## config.mk

```make
export PLATFORM = sky130hd
export DESIGN_NAME = nearest_downscale_to_rgb555
export DESIGN_NICKNAME = d
export VERILOG_FILES = /design/src/rtl/ndr_pkg.sv /design/src/rtl/ndr_cfg.sv /design/src/rtl/nearest_downscale_to_rgb555.sv
export SDC_FILE = /design/constraint.sdc
export NUM_CORES = 1
export LEC_CHECK = 0
export BUFFER_PORTS_ARGS = -buffer_cell sky130_fd_sc_hd__buf_2
export CAP_MARGIN = 20
export CELL_PAD_IN_SITES_DETAIL_PLACEMENT = 1
export CELL_PAD_IN_SITES_GLOBAL_PLACEMENT = 1
export CORE_UTILIZATION = 33
export DETAILED_ROUTE_END_ITERATION = 10
export PLACE_DENSITY = 0.66
export SLEW_MARGIN = 15
export SYNTH_ARGS = -nofsm -noshare
export SYNTH_HDL_FRONTEND = slang
export SYNTH_HIERARCHICAL = 1
export SYNTH_SLANG_ARGS = --single-unit
```

## constraint.sdc

```tcl
create_clock -name clk -period 5.5 [get_ports clk]
set_input_delay 1.1 -clock clk [delete_from_list [all_inputs] [get_ports clk]]
set_output_delay 1.1 -clock clk [all_outputs]
set_load 0.02 [all_outputs]
```

## src/rtl/ndr_pkg.sv

```systemverilog
// Shared types, sizes and helper functions for the nearest-neighbor downscaler.
// Used by ndr_cfg, nearest_downscale_to_rgb555 and the testbench; depends on nothing else.
`default_nettype none

package ndr_pkg;

	// Output frame and source limits.
	localparam int OUT_WIDTH = 240;
	localparam int OUT_HEIGHT = 160;
	localparam int MAX_SOURCE_SIZE = 4096;

	// Register reset values.
	localparam int SRC_WIDTH_RESET = 1920;
	localparam int SRC_HEIGHT_RESET = 1080;

	// Fixed field widths of the ports.
	localparam int CFG_W = 13;
	localparam int CFG_IDX_W = 1;
	localparam int CHAN_W = 8;
	localparam int COLOR_BITS = 5;
	localparam int PIX_W = 3 * COLOR_BITS;
	localparam int COORD_W = 8;

	// Derived internal widths.
	localparam int OUT_MAX = (OUT_WIDTH > OUT_HEIGHT) ? OUT_WIDTH : OUT_HEIGHT;
	localparam int OUT_MIN = (OUT_WIDTH < OUT_HEIGHT) ? OUT_WIDTH : OUT_HEIGHT;
	localparam int SIZE_W = $clog2(MAX_SOURCE_SIZE + 1);
	localparam int POS_W = $clog2(MAX_SOURCE_SIZE);
	localparam int OCNT_W = $clog2(OUT_MAX + 1);
	localparam int REM_W = $clog2(OUT_MAX);
	localparam int QUOT_W = $clog2(MAX_SOURCE_SIZE / OUT_MIN + 2);
	localparam int WIDE_W = CFG_W + SIZE_W;

	// Reciprocal constants: size * RECIP >> RECIP_SHIFT is the quotient or one less.
	localparam int RECIP_SHIFT = SIZE_W + 3;
	localparam int RECIP_W = $clog2((1 << RECIP_SHIFT) / OUT_MIN + 1);
	localparam int RECIP_WIDTH = (1 << RECIP_SHIFT) / OUT_WIDTH;
	localparam int RECIP_HEIGHT = (1 << RECIP_SHIFT) / OUT_HEIGHT;
	localparam int PROD_W = SIZE_W + RECIP_W;

	typedef logic [CFG_W-1:0] cfg_data_t;
	typedef logic [SIZE_W-1:0] size_t;
	typedef logic [POS_W-1:0] pos_t;
	typedef logic [OCNT_W-1:0] ocnt_t;
	typedef logic [REM_W-1:0] rem_t;
	typedef logic [REM_W:0] rsum_t;
	typedef logic [QUOT_W-1:0] quot_t;
	typedef logic [RECIP_W-1:0] recip_t;
	typedef logic [PROD_W-1:0] prod_t;
	typedef logic [WIDE_W-1:0] wide_t;
	typedef logic [CHAN_W-1:0] chan_t;
	typedef logic [PIX_W-1:0] pix_t;
	typedef logic [COORD_W-1:0] coord_t;

	typedef enum logic [CFG_IDX_W-1:0] {
		REG_SRC_WIDTH  = 1'b0,
		REG_SRC_HEIGHT = 1'b1
	} cfg_reg_t;

	// Per-axis step: effective source size and the quotient and remainder of
	// that size over the output size.
	typedef struct packed {
		size_t size;
		quot_t quot;
		rem_t  rem;
	} axis_cfg_t;

	// Saturate a written size into [lo, MAX_SOURCE_SIZE].
	function automatic size_t clamp_size(cfg_data_t raw, size_t lo);
		size_t res;
		if (wide_t'(raw) < wide_t'(lo)) begin
			res = lo;
		end else if (wide_t'(raw) > wide_t'(MAX_SOURCE_SIZE)) begin
			res = size_t'(MAX_SOURCE_SIZE);
		end else begin
			res = size_t'(raw);
		end
		return res;
	endfunction

	// Quotient estimate by reciprocal multiplication; it is exact or one low.
	function automatic quot_t quot_estimate(size_t sz, recip_t recip);
		prod_t prod;
		prod = prod_t'(sz) * prod_t'(recip);
		return prod[RECIP_SHIFT +: QUOT_W];
	endfunction

	// Correct the estimate and form the remainder.
	function automatic axis_cfg_t axis_fix(size_t sz, quot_t qe, size_t out_size);
		size_t prodq;
		size_t r;
		axis_cfg_t res;
		prodq = size_t'(qe) * out_size;
		r = sz - prodq;
		res.size = sz;
		if (r >= out_size) begin
			res.quot = qe + quot_t'(1);
			res.rem = rem_t'(r - out_size);
		end else begin
			res.quot = qe;
			res.rem = rem_t'(r);
		end
		return res;
	endfunction

endpackage

`default_nettype wire

```

## src/rtl/ndr_cfg.sv

```systemverilog
// Size registers of the downscaler and the per-axis step values derived from them.
// Depends on ndr_pkg.
`default_nettype none

module ndr_cfg (
	input  wire                     clk,
	input  wire                     arst_n,
	input  wire                     cfg_we,
	input  wire [ndr_pkg::CFG_IDX_W-1:0] cfg_index,
	input  wire [ndr_pkg::CFG_W-1:0]     cfg_data,
	output ndr_pkg::axis_cfg_t      width_cfg,
	output ndr_pkg::axis_cfg_t      height_cfg
);

	ndr_pkg::size_t wclamp;
	ndr_pkg::size_t hclamp;
	ndr_pkg::size_t wsize_q;
	ndr_pkg::size_t hsize_q;
	ndr_pkg::quot_t wqest_q;
	ndr_pkg::quot_t hqest_q;
	ndr_pkg::axis_cfg_t width_cfg_q;
	ndr_pkg::axis_cfg_t height_cfg_q;

	always_comb begin
		wclamp = ndr_pkg::clamp_size(cfg_data, ndr_pkg::size_t'(ndr_pkg::OUT_WIDTH));
		hclamp = ndr_pkg::clamp_size(cfg_data, ndr_pkg::size_t'(ndr_pkg::OUT_HEIGHT));
	end

	// First step: the clamped size and the reciprocal quotient estimate are
	// captured with the write itself.
	always_ff @(posedge clk or negedge arst_n) begin
		if (!arst_n) begin
			wsize_q <= ndr_pkg::clamp_size(ndr_pkg::cfg_data_t'(ndr_pkg::SRC_WIDTH_RESET),
				ndr_pkg::size_t'(ndr_pkg::OUT_WIDTH));
			hsize_q <= ndr_pkg::clamp_size(ndr_pkg::cfg_data_t'(ndr_pkg::SRC_HEIGHT_RESET),
				ndr_pkg::size_t'(ndr_pkg::OUT_HEIGHT));
			wqest_q <= ndr_pkg::quot_t'(ndr_pkg::SRC_WIDTH_RESET / ndr_pkg::OUT_WIDTH);
			hqest_q <= ndr_pkg::quot_t'(ndr_pkg::SRC_HEIGHT_RESET / ndr_pkg::OUT_HEIGHT);
		end else if (cfg_we) begin
			case (ndr_pkg::cfg_reg_t'(cfg_index))
				ndr_pkg::REG_SRC_WIDTH: begin
					wsize_q <= wclamp;
					wqest_q <= ndr_pkg::quot_estimate(wclamp,
						ndr_pkg::recip_t'(ndr_pkg::RECIP_WIDTH));
				end
				ndr_pkg::REG_SRC_HEIGHT: begin
					hsize_q <= hclamp;
					hqest_q <= ndr_pkg::quot_estimate(hclamp,
						ndr_pkg::recip_t'(ndr_pkg::RECIP_HEIGHT));
				end
				default: begin
				end
			endcase
		end
	end

	// Second step: correct the estimate and form the remainder from the first-step registers.
	// The reset value is built from the reset sizes alone.
	always_ff @(posedge clk or negedge arst_n) begin
		if (!arst_n) begin
			width_cfg_q <= ndr_pkg::axis_fix(
				ndr_pkg::clamp_size(ndr_pkg::cfg_data_t'(ndr_pkg::SRC_WIDTH_RESET),
					ndr_pkg::size_t'(ndr_pkg::OUT_WIDTH)),
				ndr_pkg::quot_t'(ndr_pkg::SRC_WIDTH_RESET / ndr_pkg::OUT_WIDTH),
				ndr_pkg::size_t'(ndr_pkg::OUT_WIDTH));
			height_cfg_q <= ndr_pkg::axis_fix(
				ndr_pkg::clamp_size(ndr_pkg::cfg_data_t'(ndr_pkg::SRC_HEIGHT_RESET),
					ndr_pkg::size_t'(ndr_pkg::OUT_HEIGHT)),
				ndr_pkg::quot_t'(ndr_pkg::SRC_HEIGHT_RESET / ndr_pkg::OUT_HEIGHT),
				ndr_pkg::size_t'(ndr_pkg::OUT_HEIGHT));
		end else begin
			width_cfg_q <= ndr_pkg::axis_fix(wsize_q, wqest_q,
				ndr_pkg::size_t'(ndr_pkg::OUT_WIDTH));
			height_cfg_q <= ndr_pkg::axis_fix(hsize_q, hqest_q,
				ndr_pkg::size_t'(ndr_pkg::OUT_HEIGHT));
		end
	end

	assign width_cfg = width_cfg_q;
	assign height_cfg = height_cfg_q;

endmodule

`default_nettype wire

```

## src/rtl/nearest_downscale_to_rgb555.sv

```systemverilog
// Nearest-neighbor downscaler from a raster pixel stream to 240x160 RGB 5:5:5.
// A source pixel is accepted on every transfer of the input channel into the
// input register, from where it is either dropped or placed in the output register
// together with its output column, row and an end-of-frame flag. The block sustains
// one pixel per clock: there is a single input register, the selection logic and
// an output register, and a new pixel is taken while a finished one waits. The only
// stall is a selected pixel that meets a full output register whose result is
// not being taken. Source sizes are written through cfg_we/cfg_index/cfg_data and
// are saturated to at least the output size and at most 4096; the derived step
// values pass through the first-step and second-step registers of ndr_cfg, in time
// for a pixel transferred at the next edge after the write. A frame_start pixel
// clears all position counters before it is used; a frame also wraps on its own
// after its last row. Depends on ndr_pkg and ndr_cfg.
`default_nettype none

module nearest_downscale_to_rgb555 (
	input  wire                          clk,
	input  wire                          arst_n,
	// Size register write port.
	input  wire                          cfg_we,
	input  wire [ndr_pkg::CFG_IDX_W-1:0] cfg_index,
	input  wire [ndr_pkg::CFG_W-1:0]     cfg_data,
	// Source pixel channel.
	input  wire                          in_valid,
	output logic                         in_ready,
	input  wire [ndr_pkg::CHAN_W-1:0]    chan_first,
	input  wire [ndr_pkg::CHAN_W-1:0]    chan_second,
	input  wire [ndr_pkg::CHAN_W-1:0]    chan_third,
	input  wire                          frame_start,
	// Output pixel channel.
	output logic                         out_valid,
	input  wire                          out_ready,
	output logic [ndr_pkg::PIX_W-1:0]    pixel_555,
	output logic [ndr_pkg::COORD_W-1:0]  out_col,
	output logic [ndr_pkg::COORD_W-1:0]  out_row,
	output logic                         frame_last
);

	ndr_pkg::axis_cfg_t width_cfg;
	ndr_pkg::axis_cfg_t height_cfg;

	ndr_cfg u_cfg (
		.clk        (clk),
		.arst_n     (arst_n),
		.cfg_we     (cfg_we),
		.cfg_index  (cfg_index),
		.cfg_data   (cfg_data),
		.width_cfg  (width_cfg),
		.height_cfg (height_cfg)
	);

	// Input register.
	logic           valid_s1;
	ndr_pkg::chan_t c1_s1;
	ndr_pkg::chan_t c2_s1;
	ndr_pkg::chan_t c3_s1;
	logic           fs_s1;

	// Position state.
	ndr_pkg::pos_t  src_col_q;
	ndr_pkg::pos_t  src_row_q;
	ndr_pkg::ocnt_t out_col_q;
	ndr_pkg::ocnt_t out_row_q;
	ndr_pkg::size_t chosen_col_q;
	ndr_pkg::rem_t  col_rem_q;
	ndr_pkg::size_t chosen_row_q;
	ndr_pkg::rem_t  row_rem_q;

	// Output register.
	logic           out_valid_q;
	ndr_pkg::pix_t  pix_q;
	ndr_pkg::coord_t ocol_q;
	ndr_pkg::coord_t orow_q;
	logic           last_q;

	// Position state as seen by the pixel in the input register; a frame start
	// clears it first.
	ndr_pkg::pos_t  cur_src_col;
	ndr_pkg::pos_t  cur_src_row;
	ndr_pkg::ocnt_t cur_out_col;
	ndr_pkg::ocnt_t cur_out_row;
	ndr_pkg::size_t cur_chosen_col;
	ndr_pkg::rem_t  cur_col_rem;
	ndr_pkg::size_t cur_chosen_row;
	ndr_pkg::rem_t  cur_row_rem;

	logic           row_hit;
	logic           hit;
	logic           out_free;
	logic           advance;
	ndr_pkg::rsum_t col_rsum;
	ndr_pkg::rsum_t row_rsum;
	ndr_pkg::size_t src_col_inc;
	ndr_pkg::size_t src_row_inc;
	logic           row_end;
	logic           frame_end;

	ndr_pkg::pos_t  nxt_src_col;
	ndr_pkg::pos_t  nxt_src_row;
	ndr_pkg::ocnt_t nxt_out_col;
	ndr_pkg::ocnt_t nxt_out_row;
	ndr_pkg::size_t nxt_chosen_col;
	ndr_pkg::rem_t  nxt_col_rem;
	ndr_pkg::size_t nxt_chosen_row;
	ndr_pkg::rem_t  nxt_row_rem;

	always_comb begin
		if (fs_s1) begin
			cur_src_col = '0;
			cur_src_row = '0;
			cur_out_col = '0;
			cur_out_row = '0;
			cur_chosen_col = '0;
			cur_col_rem = '0;
			cur_chosen_row = '0;
			cur_row_rem = '0;
		end else begin
			cur_src_col = src_col_q;
			cur_src_row = src_row_q;
			cur_out_col = out_col_q;
			cur_out_row = out_row_q;
			cur_chosen_col = chosen_col_q;
			cur_col_rem = col_rem_q;
			cur_chosen_row = chosen_row_q;
			cur_row_rem = row_rem_q;
		end
	end

	// The pixel is chosen when both selectors point at it and the output frame
	// still has room on that axis.
	always_comb begin
		row_hit = (cur_out_row < ndr_pkg::ocnt_t'(ndr_pkg::OUT_HEIGHT)) &&
			(ndr_pkg::size_t'(cur_src_row) == cur_chosen_row);
		hit = row_hit && (cur_out_col < ndr_pkg::ocnt_t'(ndr_pkg::OUT_WIDTH)) &&
			(ndr_pkg::size_t'(cur_src_col) == cur_chosen_col);
	end

	// A dropped pixel never waits on the output side.
	assign out_free = !out_valid_q || out_ready;
	assign advance = valid_s1 && (!hit || out_free);
	assign in_ready = !valid_s1 || advance;

	// Selector and counter updates.
	always_comb begin
		col_rsum = ndr_pkg::rsum_t'(cur_col_rem) + ndr_pkg::rsum_t'(width_cfg.rem);
		row_rsum = ndr_pkg::rsum_t'(cur_row_rem) + ndr_pkg::rsum_t'(height_cfg.rem);
		src_col_inc = ndr_pkg::size_t'(cur_src_col) + ndr_pkg::size_t'(1);
		src_row_inc = ndr_pkg::size_t'(cur_src_row) + ndr_pkg::size_t'(1);
		row_end = (src_col_inc >= width_cfg.size);
		frame_end = (src_row_inc >= height_cfg.size);

		nxt_src_col = ndr_pkg::pos_t'(src_col_inc);
		nxt_src_row = cur_src_row;
		nxt_out_col = cur_out_col;
		nxt_out_row = cur_out_row;
		nxt_chosen_col = cur_chosen_col;
		nxt_col_rem = cur_col_rem;
		nxt_chosen_row = cur_chosen_row;
		nxt_row_rem = cur_row_rem;

		if (hit) begin
			nxt_out_col = cur_out_col + ndr_pkg::ocnt_t'(1);
			if (col_rsum >= ndr_pkg::rsum_t'(ndr_pkg::OUT_WIDTH)) begin
				nxt_chosen_col = cur_chosen_col + ndr_pkg::size_t'(width_cfg.quot) +
					ndr_pkg::size_t'(1);
				nxt_col_rem = ndr_pkg::rem_t'(col_rsum - ndr_pkg::rsum_t'(ndr_pkg::OUT_WIDTH));
			end else begin
				nxt_chosen_col = cur_chosen_col + ndr_pkg::size_t'(width_cfg.quot);
				nxt_col_rem = ndr_pkg::rem_t'(col_rsum);
			end
		end

		if (row_end) begin
			nxt_src_col = '0;
			nxt_out_col = '0;
			nxt_chosen_col = '0;
			nxt_col_rem = '0;
			if (row_hit) begin
				nxt_out_row = cur_out_row + ndr_pkg::ocnt_t'(1);
				if (row_rsum >= ndr_pkg::rsum_t'(ndr_pkg::OUT_HEIGHT)) begin
					nxt_chosen_row = cur_chosen_row + ndr_pkg::size_t'(height_cfg.quot) +
						ndr_pkg::size_t'(1);
					nxt_row_rem = ndr_pkg::rem_t'(row_rsum -
						ndr_pkg::rsum_t'(ndr_pkg::OUT_HEIGHT));
				end else begin
					nxt_chosen_row = cur_chosen_row + ndr_pkg::size_t'(height_cfg.quot);
					nxt_row_rem = ndr_pkg::rem_t'(row_rsum);
				end
			end
			// After the last source row the frame wraps and the row selector restarts.
			if (frame_end) begin
				nxt_src_row = '0;
				nxt_out_row = '0;
				nxt_chosen_row = '0;
				nxt_row_rem = '0;
			end else begin
				nxt_src_row = ndr_pkg::pos_t'(src_row_inc);
			end
		end
	end

	// Input register: loads on every input transfer, empties when the pixel
	// has been dealt with.
	always_ff @(posedge clk or negedge arst_n) begin
		if (!arst_n) begin
			valid_s1 <= 1'b0;
		end else if (in_ready) begin
			valid_s1 <= in_valid;
		end
	end

	always_ff @(posedge clk) begin
		if (in_valid && in_ready) begin
			c1_s1 <= chan_first;
			c2_s1 <= chan_second;
			c3_s1 <= chan_third;
			fs_s1 <= frame_start;
		end
	end

	always_ff @(posedge clk or negedge arst_n) begin
		if (!arst_n) begin
			src_col_q <= '0;
			src_row_q <= '0;
			out_col_q <= '0;
			out_row_q <= '0;
			chosen_col_q <= '0;
			col_rem_q <= '0;
			chosen_row_q <= '0;
			row_rem_q <= '0;
		end else if (advance) begin
			src_col_q <= nxt_src_col;
			src_row_q <= nxt_src_row;
			out_col_q <= nxt_out_col;
			out_row_q <= nxt_out_row;
			chosen_col_q <= nxt_chosen_col;
			col_rem_q <= nxt_col_rem;
			chosen_row_q <= nxt_chosen_row;
			row_rem_q <= nxt_row_rem;
		end
	end

	// Output register: a chosen pixel is written when it advances; otherwise the
	// register empties once its transfer completes.
	always_ff @(posedge clk or negedge arst_n) begin
		if (!arst_n) begin
			out_valid_q <= 1'b0;
		end else if (advance && hit) begin
			out_valid_q <= 1'b1;
		end else if (out_ready) begin
			out_valid_q <= 1'b0;
		end
	end

	always_ff @(posedge clk) begin
		if (advance && hit) begin
			pix_q <= {c1_s1[ndr_pkg::CHAN_W-1 -: ndr_pkg::COLOR_BITS],
				c2_s1[ndr_pkg::CHAN_W-1 -: ndr_pkg::COLOR_BITS],
				c3_s1[ndr_pkg::CHAN_W-1 -: ndr_pkg::COLOR_BITS]};
			ocol_q <= ndr_pkg::coord_t'(cur_out_col);
			orow_q <= ndr_pkg::coord_t'(cur_out_row);
			last_q <= (cur_out_col == ndr_pkg::ocnt_t'(ndr_pkg::OUT_WIDTH - 1)) &&
				(cur_out_row == ndr_pkg::ocnt_t'(ndr_pkg::OUT_HEIGHT - 1));
		end
	end

	assign out_valid = out_valid_q;
	assign pixel_555 = pix_q;
	assign out_col = ocol_q;
	assign out_row = orow_q;
	assign frame_last = last_q;

endmodule

`default_nettype wire

```

==> results_dict.tcl, run 1 <==
set metrics [dict create \
    drc 0 \
    syn_inst 1699 \
    ys_seq_area_share_pct 34.44 \
    worst_setup_hold_path_clk_slew_ps 60 \
    layout_worst_path_cycle_share_pct 93.90 \
    dr_wl_cell_um 16.74 \
    number_of_buffers_added_by_the_clock_tree_synthesis_step 26 \
    groute.usage.overall_pct 16.74 \
    run_status "completed" \
    routabilityCongestion 0.8397 \
    max-cap-violations 0 \
    area_of_the_mapped_netlist_sq_um 16120 \
    synth_xor_xnor_area_share_pct 7.592 \
    peakVddDrop_mv 0.2342 \
    timing.final.hold_violations 0 \
    clock_skew_ps 14.85 \
    synth_adder_area_share_pct 19.55 \
    post_cts_resize_count 0 \
    power-per-cell-area_nw_per_um2 391.7 \
    detail_route.iter0.violations 554 \
    via_count 12429 \
    fillerInstances 5533 \
    initial_core_util_pct 33.62 \
    synth_compound_gate_area_share_pct 15.04 \
    power_frac_seq_pct 30.5 \
    setup_total_negative_slack_ps 0 \
    post-route-worst-setup-slack_ps 335.3 \
    clk-insertion-delay-late_ps 550 \
    place.port_buffers 68 \
    ys_types 99 \
    clock_group_share_of_total_power_pct 24.5 \
    cellLeakagePower_nw 8.285 \
    grt_pass1_vias 13447 \
    antenna_violating_nets_post_route 0 \
    path_cells "buf_2 > nor4_4 > buf_4 > a41o_2 > and3_1 > ha_1 > fa_1 > fa_1 > inv_1 > fa_1 > inv_1 > ha_1 > a21oi_1 > o21ai_0 > o21ai_0 > o21ai_2 > a221oi_2 > xnor2_1 > o21ai_1" \
    timing.final.crit_period_ps 5165 \
    tritoncts_clock_tree "built" \
    critical-path-top-cell-by-count "sky130_fd_sc_hd__fa_1" \
    setup-violations-final 0 \
    timing.critical_path.fanout_max 7 \
    comb_power_share_pct 45.0 \
    number_of_antenna_violations_at_the_first_check_in_global_routing 0 \
    count_of_flip_flops_with_a_built_in_enable_after_synthesis 48 \
    overflow 0 \
    max-clock-path-buffers 3 \
    mapped_nets 1970 \
    post_synth.cell_area_avg_sq_um 9.487 \
    worst_path_largest_cell_delay_ps 550 \
    final_core_util_pct 38.06 \
    n_antenna_cell 0 \
    multiplexer_share_of_the_synthesized_area_pct 1.180 \
    die_width_um 223 \
    tritoncts_num_sinks 211 \
    row_count 80 \
    detailedRoute.firstPassIterationCount 4 \
    dp.final_hpwl_um 31110 \
    total_length_of_routed_wires_um 40470 \
    post_cts_repair_timing_setup_buffer_count 0 \
    finish.net_count 2053 \
    avgViaCountPerCell 5.142 \
    timing.hold.ws_ps 384.3 \
    layout.area.seq_sq_um 5550 \
    synthesis.yosys.warnings 6 \
    slowest_stage "sky130_fd_sc_hd__fa_1" \
    synth_seq_cells 211 \
    timing.setup.critical_path_class "in2reg" \
    ctsHoldBuffers 0 \
    dp_worst_setup_slack_ps -278.9 \
    ctsRootBufferMaster "sky130_fd_sc_hd__clkbuf_16" \
    io-pin-count 78 \
    total_switching_power_w 0.002854 \
    synth_top_family_by_area "adder cells" \
    rsz0062_at_grt "no" \
    worst_ep_arrival_time_ps 5590 \
    tightest_slew_ps 1040 \
    dieHeight_um 223 \
    min-delay-path-class "reg2reg" \
    critPathLaunchType "primary input" \
    clock.fmax_ghz 0.1936 \
    layout-drive-gt1-share_pct 13.37 \
    timing.critical_path.required_ps 5920 \
    area.growth.synth_to_final_pct 13.23 \
    htree_num_levels 1 \
    critPathCaptureType "register" \
    slew_headroom_pct 30.16 \
    placed_area_sq_um 17370 \
    internal-power_w 0.004295 \
    final_slew_viol_count 0 \
    layout.cell_area.non_filler_sq_um 18250 \
    ys_dominant_reg_cell "sky130_fd_sc_hd__dfrtp_1" \
    yosys.area_share.simple_pct 16.56 \
    die_area_sq_um 49730 \
    synth-async-reset-ratio_pct 77.25 \
    core_area_sq_um 47950 \
    pin_count_of_the_biggest_net_entering_global_routing 85 \
    power.share.switching_pct 39.93 \
    grt_pass1_wl_um 68680 \
    area_taken_by_multi_input_logic_gates_sq_um 9678 \
]
-- flip-flops by register name, summed over array words and instances (netlist names), 12 cells and up --
register	count
u_cfg/wsize_q	13
src_col_q	12
pixel_555	15
chosen_row_q	13
u_cfg/height_cfg	21
chosen_col_q	13
u_cfg/hsize_q	13
u_cfg/width_cfg	22
src_row_q	12
-- metrics by stage --
| stage | total power (W) | std cells |
|---|---|---|
| global placement | 0.005315 | 2368 |
| finish | 0.007149 | 2417 |
| global route | 0.007726 | 2417 |
| detailed placement | 0.005460 | 2368 |
| floorplan | 0.004587 | 1699 |
| CTS | 0.007266 | 2416 |
-- layout by cell type, fill, tap and decap left out, types with 7 or more instances in the layout --
master	synthesis	final
sky130_fd_sc_hd__a211oi_1	12	12
sky130_fd_sc_hd__nor4_1	9	9
sky130_fd_sc_hd__o211ai_1	8	8
sky130_fd_sc_hd__dfstp_2	24	24
sky130_fd_sc_hd__nand3_1	37	37
sky130_fd_sc_hd__or2_2	8	8
sky130_fd_sc_hd__inv_1	158	158
sky130_fd_sc_hd__a21oi_1	59	59
sky130_fd_sc_hd__o21a_1	10	10
sky130_fd_sc_hd__xnor2_1	85	85
sky130_fd_sc_hd__o21ai_1	8	7
sky130_fd_sc_hd__nand2_1	157	157
sky130_fd_sc_hd__mux2i_1	10	10
sky130_fd_sc_hd__o22ai_1	7	7
sky130_fd_sc_hd__nor2_1	91	90
sky130_fd_sc_hd__nand2b_1	15	15
sky130_fd_sc_hd__buf_2	9	67
sky130_fd_sc_hd__a21o_1	19	19
sky130_fd_sc_hd__ha_1	187	187
sky130_fd_sc_hd__clkbuf_16	0	26
sky130_fd_sc_hd__buf_4	9	54
sky130_fd_sc_hd__mux2_2	8	8
sky130_fd_sc_hd__dfrtp_1	139	139
sky130_fd_sc_hd__or3_1	16	16
sky130_fd_sc_hd__nor3_1	25	25
sky130_fd_sc_hd__xor2_1	51	51
sky130_fd_sc_hd__fa_1	40	40
sky130_fd_sc_hd__edfxtp_1	48	48
sky130_fd_sc_hd__and3_1	22	22
sky130_fd_sc_hd__o21ai_0	117	117
sky130_fd_sc_hd__a31oi_1	11	11
sky130_fd_sc_hd__nand4_1	22	22
sky130_fd_sc_hd__o31ai_1	16	16
sky130_fd_sc_hd__nor2b_1	72	72
sky130_fd_sc_hd__a22o_1	20	20
-- power by group through the flow --
stage	logic (W)	clock network [W]	registers [W]
6_report	0.00321	0.00175	0.00218
5_1_grt	0.00364	0.00186	0.00222
4_1_cts	0.00327	0.00181	0.00219
3_5_place_dp	0.00325	0	0.00221
3_3_place_gp	0.00311	0	0.00220
2_1_floorplan	0.00245	0	0.00214
-- worst paths after layout --
| kind | startpoint | to | slack [ps] | cells after the start |
|---|---|---|---|---|
| max | cfg_data[9] | u_cfg/hqest_q[4] | 340 | 19 |
| min | u_cfg/hsize_q[4] | u_cfg/height_cfg[4] | 380 | 0 |
| max reg2reg | u_cfg/wqest_q[3] | u_cfg/width_cfg[5] | 570 | 15 |
| min reg2reg | u_cfg/hsize_q[4] | u_cfg/height_cfg[4] | 380 | 0 |
| max in group asynchronous | arst_n | u_cfg/height_cfg[11] | 3770 | 2 |
| min in group asynchronous | arst_n | chosen_col_q[8] | 610 | 1 |
-- routing by layer --
metal	vias to the layer above	share of wire [%]	global-route usage, %	routed length, um
met1	6148	47	21.85	19070
met5	-	0	0	0
met2	143	49	29.84	19650
met4	0	1.7	3.092	680
li1	6099	-	-	-
met3	39	2.6	1.870	1060
-- cell usage after synthesis, drive strengths merged (38+ instances only) --
library cell,number,area (sq um)
a21oi,60,304.0
clkbuf,44,165.2
dfrtp,139,3478
edfxtp,48,1441
fa,40,800.8
ha,187,2340
inv,159,596.8
nand2,157,589.3
nand3,38,195.2
nor2,92,347.8
nor2b,72,450.4
o21ai,127,643.1
xnor2,86,760.7
xor2,52,463.0
-- critical path, delay by kind of cell --
family,cells,cell delay (ps)
AOI/OAI and AO/OA,7,1290
xor gates and xnor gates,1,160
adders and majority gates,5,2050
buffers and inverters,4,420
and+or+nand+nor,2,570
-- layout make-up --
| class | instances | area share, % |
|---|---|---|
| sequential | 211 | 30.41 |
| timing repair buffer | 124 | 4.292 |
| multi-input combinational | 1260 | 53.03 |
| inverter | 159 | 3.270 |
| clock inverter | 14 | 0.9393 |
| tap | 615 | 4.216 |
| clock buffer | 34 | 3.839 |
-- logic make-up after synthesis --
group	count (synthesis)
simple gates	519
compound gates	357
buf+inv	228
fa+ha+maj	228
flops	211
xor+xnor	138
mux	18
Note: power is estimated with default switching activity, not from simulation.
==> run 2: changes to the inputs <==
==> constraint.sdc (replaced) <==
create_clock -name clk -period 4.7 [get_ports clk]
set_input_delay 0 -clock clk [delete_from_list [all_inputs] [get_ports clk]]
set_output_delay 0 -clock clk [all_outputs]
set_load 0.02 [all_outputs]
==> run 2 against run 1 <==
Die area is the same. Final cell count grew 1.2%. Combinational power grew 24%. Worst hold slack lost 380 ps. Sequential share of layout area shrank 0.79 points. The run now ends with hold timing left.
==> results_dict.tcl, run 2 (synthesis results as in run 1) <==
set metrics [dict create \
    row_count 80 \
    initial_core_util_pct 33.62 \
    max-clock-path-buffers 3 \
    via_count 12528 \
    run_status "finished, violations left" \
    wirelength_met1_um 19480 \
    path_cells "nor2b_1 > ha_1 > and3_1 > and3_1 > and3_1 > xor2_1 > ha_1 > nor3_1 > or3_1 > a311o_1 > and3_1 > nor2_2 > nor2_1 > a21o_1 > buf_4 > a22o_1" \
    place.detailed.instances 2359 \
    critical-path-top-cell-by-count "sky130_fd_sc_hd__and3_1" \
    n_antenna_cell 0 \
    groute.usage.overall_pct 16.99 \
    ctsRootBufferMaster "sky130_fd_sc_hd__clkbuf_16" \
    failed_checks "hold timing" \
    route.met2.wl_um 19970 \
    timing.critical_path.fanout_max 22 \
    tritoncts_num_sinks 211 \
    clk-insertion-delay-late_ps 560 \
    rsz0062_at_grt "yes" \
    area.growth.synth_to_final_pct 16.26 \
    setup-violations-final 0 \
    overflow 0 \
    cellLeakagePower_nw 8.477 \
    die_width_um 223 \
    worst_setup_hold_path_clk_slew_ps 60 \
    final_slew_viol_count 0 \
    io-pin-count 78 \
    post_layout_nonfiller_instances 2445 \
    slowest_stage "sky130_fd_sc_hd__edfxtp_1" \
    grt_pass1_vias 13719 \
    drc 0 \
    worst_ep_arrival_time_ps 4880 \
    timing.final.hold_violations 1 \
    topRoutingLayerUsed "met4" \
    antenna_violating_nets_post_route 0 \
    detail_route.iter0.violations 547 \
    min-delay-path-class "in2reg" \
    worst_path_largest_cell_delay_ps 500 \
    tightest_slew_ps 1023 \
    pin_count_of_the_biggest_net_entering_global_routing 164 \
    htree_num_levels 1 \
    clock_skew_ps 25.84 \
    timing.critical_path.required_ps 5140 \
    avgViaCountPerCell 5.124 \
    detailedRoute.firstPassIterationCount 4 \
    grt_pass1_wl_um 69630 \
    die_area_sq_um 49730 \
    layout_commonest_cell "sky130_fd_sc_hd__ha_1" \
    timing.setup.critical_path_class "reg2reg" \
    layout.cells.most_common_list "sky130_fd_sc_hd__ha_1, sky130_fd_sc_hd__inv_1, sky130_fd_sc_hd__nand2_1" \
    dr_wl_met3_um 1063 \
    largest_reg_flops 22 \
    total_length_of_routed_wires_um 41500 \
    dp_worst_setup_slack_ps 69.14 \
    peakVddDrop_mv 0.2501 \
    layout_worst_path_cycle_share_pct 94.63 \
    layout-drive-gt1-share_pct 14.10 \
    core_area_sq_um 47950 \
    routabilityCongestion 0.8424 \
    tritoncts_clock_tree "built" \
    number_of_antenna_violations_at_the_first_check_in_global_routing 0 \
    clock.fmax_ghz 0.2248 \
    dieHeight_um 223 \
    timing.final.crit_period_ps 4448 \
    power-per-cell-area_nw_per_um2 470.9 \
    number_of_buffers_added_by_the_clock_tree_synthesis_step 27 \
    layout.cell_area.non_filler_sq_um 18740 \
    place.port_buffers 68 \
    max-cap-violations 0 \
    slew_headroom_pct 31.64 \
    timing.hold.ws_ps -0.3018 \
    dr_wl_cell_um 16.97 \
    critPathCaptureType "register" \
    placed_area_sq_um 17330 \
    dp.final_hpwl_um 31560 \
    finish.net_count 2080 \
    post-route-worst-setup-slack_ps 252.3 \
    critPathLaunchType "register" \
]
## run 2: cell type report
cell class | instances | area [sq um]
fill | 5470 | 29210
clock inverter | 16 | 250.2
clock buffer | 34 | 742.0
timing repair buffer | 150 | 1067
tap | 615 | 769.5
inverter | 159 | 596.8
multi-input combinational | 1260 | 9762
sequential | 211 | 5552
## run 2: worst paths after layout
path,start,end,slack (ps),cells after the start
setup / recovery,fs_s1,row_rem_q[6],250,16
hold / removal,cfg_data[7],u_cfg/hsize_q[3],-0.3,4
setup reg to reg,fs_s1,row_rem_q[6],250,16
hold reg to reg,u_cfg/hsize_q[4],u_cfg/height_cfg[4],390,0
max in group asynchronous,arst_n,u_cfg/wqest_q[2],3780,3
min in group asynchronous,arst_n,chosen_col_q[6],100,3
## run 2: worst max-delay path, delay by kind of cell (launching register included)
family	cells	cell delay, ps
buffers and inverters	1	210
AND/OR/NAND/NOR	9	2060
adder cells (fa/ha/maj)	2	510
flip-flops	1	500
XOR/XNOR	1	270
AO/OA/AOI/OAI	3	750
## run 2: stage by stage
| stage | hold WS, ps | utilization, % | total power [W] | TNS (ps) |
|---|---|---|---|---|
| 4_1_cts | 8.032 | 38.83 | 0.008868 | 0 |
| 5_1_grt | 20.65 | 39.08 | 0.009499 | -51.32 |
| 2_1_floorplan | -295.6 | - | 0.005379 | 0 |
| 3_5_place_dp | 179.4 | 36.14 | 0.006477 | 0 |
| 6_report | -0.3018 | 39.08 | 0.008824 | 0 |
| 3_3_place_gp | 178.7 | 36.14 | 0.006307 | 0 |
## run 2: routing by layer
metal / track usage [%] / vias to the layer above
met1: 22.06 / 6138
met4: 4.160 / 0
met5: 0 / -
met3: 2.199 / 54
li1: - / 6163
met2: 29.77 / 173
## run 2: what timing repair did
item | 4_1_cts | 5_1_grt
hold buffers | 30 | 0
endpoints found under the setup margin | 0 | 12
buffers inserted | 0 | 7
resized for setup | 0 | 22
hold endpoints to repair | 172 | 0
## run 2: where the power goes
part           internal, W  total, W  switching (W)  leakage (nW)
sequential         0.00225   0.00255       0.000293          2.55
clock              0.00145   0.00231       0.000855         0.479
combinational      0.00168   0.00397        0.00229          5.45
total              0.00539   0.00882        0.00344          8.48
==> run 3: changes to the inputs <==
Settings changed: CORE_MARGIN set to 8, PLACE_DENSITY 0.66 to unset, PLACE_DENSITY_LB_ADDON set to 0.1.
==> run 3 against run 2 <==
The run now ends clean. Clock skew down 8.1 ps. Worst setup slack worse by 61 ps. Die area increased by 13%. Critical path depth increased by 5.
==> results_dict.tcl, run 3 (synthesis results as in run 1) <==
set metrics [dict create \
    die_width_um 237 \
    via_count 12439 \
    layout.area.seq_sq_um 5550 \
    routabilityCongestion 0.7845 \
    detailedRoute.firstPassIterationCount 4 \
    dp.final_hpwl_um 33380 \
    grt_pass1_wl_um 72450 \
    timing.setup.critical_path_class "in2reg" \
    row_count 81 \
    worst_ep_arrival_time_ps 4930 \
    run_status "completed" \
    layout_worst_path_cycle_share_pct 95.93 \
    dr_wl_cell_um 17.75 \
    tightest_slew_ps 933.3 \
    clock.fmax_ghz 0.2218 \
    tritoncts_clock_tree "built" \
    final_power_w 0.008720 \
    detail_route.iter0.violations 538 \
    n_antenna_cell 0 \
    placed_area_sq_um 17310 \
    peakVddDrop_mv 0.1934 \
    max-clock-path-buffers 3 \
    critical-path-top-cell-by-count "sky130_fd_sc_hd__fa_1" \
    layout-drive-gt1-share_pct 13.89 \
    area.growth.synth_to_final_pct 16.19 \
    core_area_sq_um 48550 \
    dieHeight_um 237 \
    power-per-cell-area_nw_per_um2 465.6 \
    worst_path_largest_cell_delay_ps 550 \
    path_cells "dlygate4sd3_1 > buf_2 > nor4_4 > and2_4 > o21a_1 > buf_6 > nor2_1 > and3_4 > fa_1 > fa_1 > inv_1 > fa_1 > inv_1 > ha_4 > nor2b_1 > a2111oi_4 > buf_4 > o21ai_4 > a221oi_2 > xnor2_1 > o21ai_1" \
    clock_skew_ps 17.73 \
    timing.final.hold_violations 0 \
    timing.critical_path.required_ps 5120 \
    io-pin-count 78 \
    clk-insertion-delay-late_ps 550 \
    avgViaCountPerCell 5.077 \
    cellLeakagePower_nw 8.471 \
    drc 0 \
    number_of_antenna_violations_at_the_first_check_in_global_routing 0 \
    ctsRootBufferMaster "sky130_fd_sc_hd__clkbuf_16" \
    max-cap-violations 0 \
    pin_count_of_the_biggest_net_entering_global_routing 83 \
    initial_core_util_pct 33.20 \
    place.port_buffers 68 \
    groute.usage.overall_pct 15.54 \
    timing.final.crit_period_ps 4508 \
    total_length_of_routed_wires_um 43490 \
    overflow 0 \
    post_layout_nonfiller_instances 2450 \
    tritoncts_num_sinks 211 \
    worst_setup_hold_path_clk_slew_ps 60 \
    critPathCaptureType "register" \
    fillerInstances 5454 \
    slew_headroom_pct 37.64 \
    largest_reg_flops 22 \
    critPathLaunchType "primary input" \
    number_of_buffers_added_by_the_clock_tree_synthesis_step 26 \
    antenna_violating_nets_post_route 0 \
    htree_num_levels 1 \
    worst_path_dominant_cell_family "adder cells" \
    grt_pass1_vias 13451 \
    setup-violations-final 0 \
    place.detailed.instances 2363 \
    setup_total_negative_slack_ps 0 \
    final_slew_viol_count 0 \
    area_taken_by_multi_input_logic_gates_sq_um 9762 \
    timing.critical_path.fanout_max 5 \
    die_area_sq_um 56170 \
    slowest_stage "sky130_fd_sc_hd__fa_1" \
    min-delay-path-class "in2reg" \
    layout.cells.most_common_list "sky130_fd_sc_hd__ha_1, sky130_fd_sc_hd__inv_1, sky130_fd_sc_hd__nand2_1" \
    layout_commonest_cell "sky130_fd_sc_hd__ha_1" \
    layout.cell_area.non_filler_sq_um 18730 \
    finish.net_count 2079 \
    crit_buf_inv 6 \
]
run 3: path summary, 6_finish.rpt:
kind,start,endpoint,slack [ps],cells after the start
setup / recovery,cfg_data[10],u_cfg/hqest_q[4],190,21
setup reg to reg,u_cfg/wqest_q[3],u_cfg/width_cfg[12],320,16
min in group asynchronous,arst_n,u_cfg/width_cfg[10],80,2
hold / removal,cfg_data[4],u_cfg/hsize_q[4],20,3
hold reg to reg,u_cfg/hsize_q[10],u_cfg/height_cfg[23],380,0
max in group asynchronous,arst_n,u_cfg/height_cfg[10],3490,3
run 3: layout make-up:
type / count / share of cell area (%)
sequential: 211 / 29.64
multi-input combinational: 1260 / 52.13
clock inverter: 19 / 1.390
clock buffer: 29 / 3.648
tap: 622 / 4.156
timing repair buffer: 150 / 5.853
inverter: 159 / 3.187
run 3: power by group:
| part | internal [W] | total [W] | switching, W |
|---|---|---|---|
| sequential | 0.00225 | 0.00256 | 0.000304 |
| clock | 0.00138 | 0.00221 | 0.000836 |
| combinational | 0.00165 | 0.00395 | 0.00230 |
run 3: timing repair:
action	in CTS	in global routing
endpoints found under the setup margin	2	33
gates resized for setup	1	21
endpoints found under the hold margin	120	0
pin swaps	0	11
hold buffers	32	0
setup buffers	0	7
run 3: per-stage QoR:
stage                     hold WS [ps]  utilization [%]  setup slack (ps)
after detailed placement         141.4            35.66            -46.15
final                            21.32            38.58             191.5
after global placement           142.1            35.66             48.27
after global routing             7.473            38.58            -7.994
after floorplan                 -295.6                -             8.299
after CTS                       0.1307            38.28           0.02398
run 3: metal layers:
layer  GRT usage (%)  wire length [um]  vias up
li1                -                 -     6156
met1           20.48             20520     6108
met2           27.04             21140      131
met3           1.674              1101       44
met4           3.670               739        0
met5               0                 0        -
run 3: worst reg2reg max path, stage by stage (launching register included):
cell	delay, ps
sky130_fd_sc_hd__dfstp_2	610
sky130_fd_sc_hd__inv_2	100
sky130_fd_sc_hd__fa_1	460
sky130_fd_sc_hd__fa_1	510
sky130_fd_sc_hd__inv_1	40
sky130_fd_sc_hd__ha_1	350
sky130_fd_sc_hd__a21oi_2	180
sky130_fd_sc_hd__xnor2_1	140
sky130_fd_sc_hd__ha_1	260
sky130_fd_sc_hd__nor2b_1	160
sky130_fd_sc_hd__a2111oi_2	330
sky130_fd_sc_hd__o22ai_1	120
sky130_fd_sc_hd__a31oi_1	250
sky130_fd_sc_hd__o2111ai_2	230
sky130_fd_sc_hd__buf_4	200
sky130_fd_sc_hd__o211ai_1	200
sky130_fd_sc_hd__xnor2_1	160
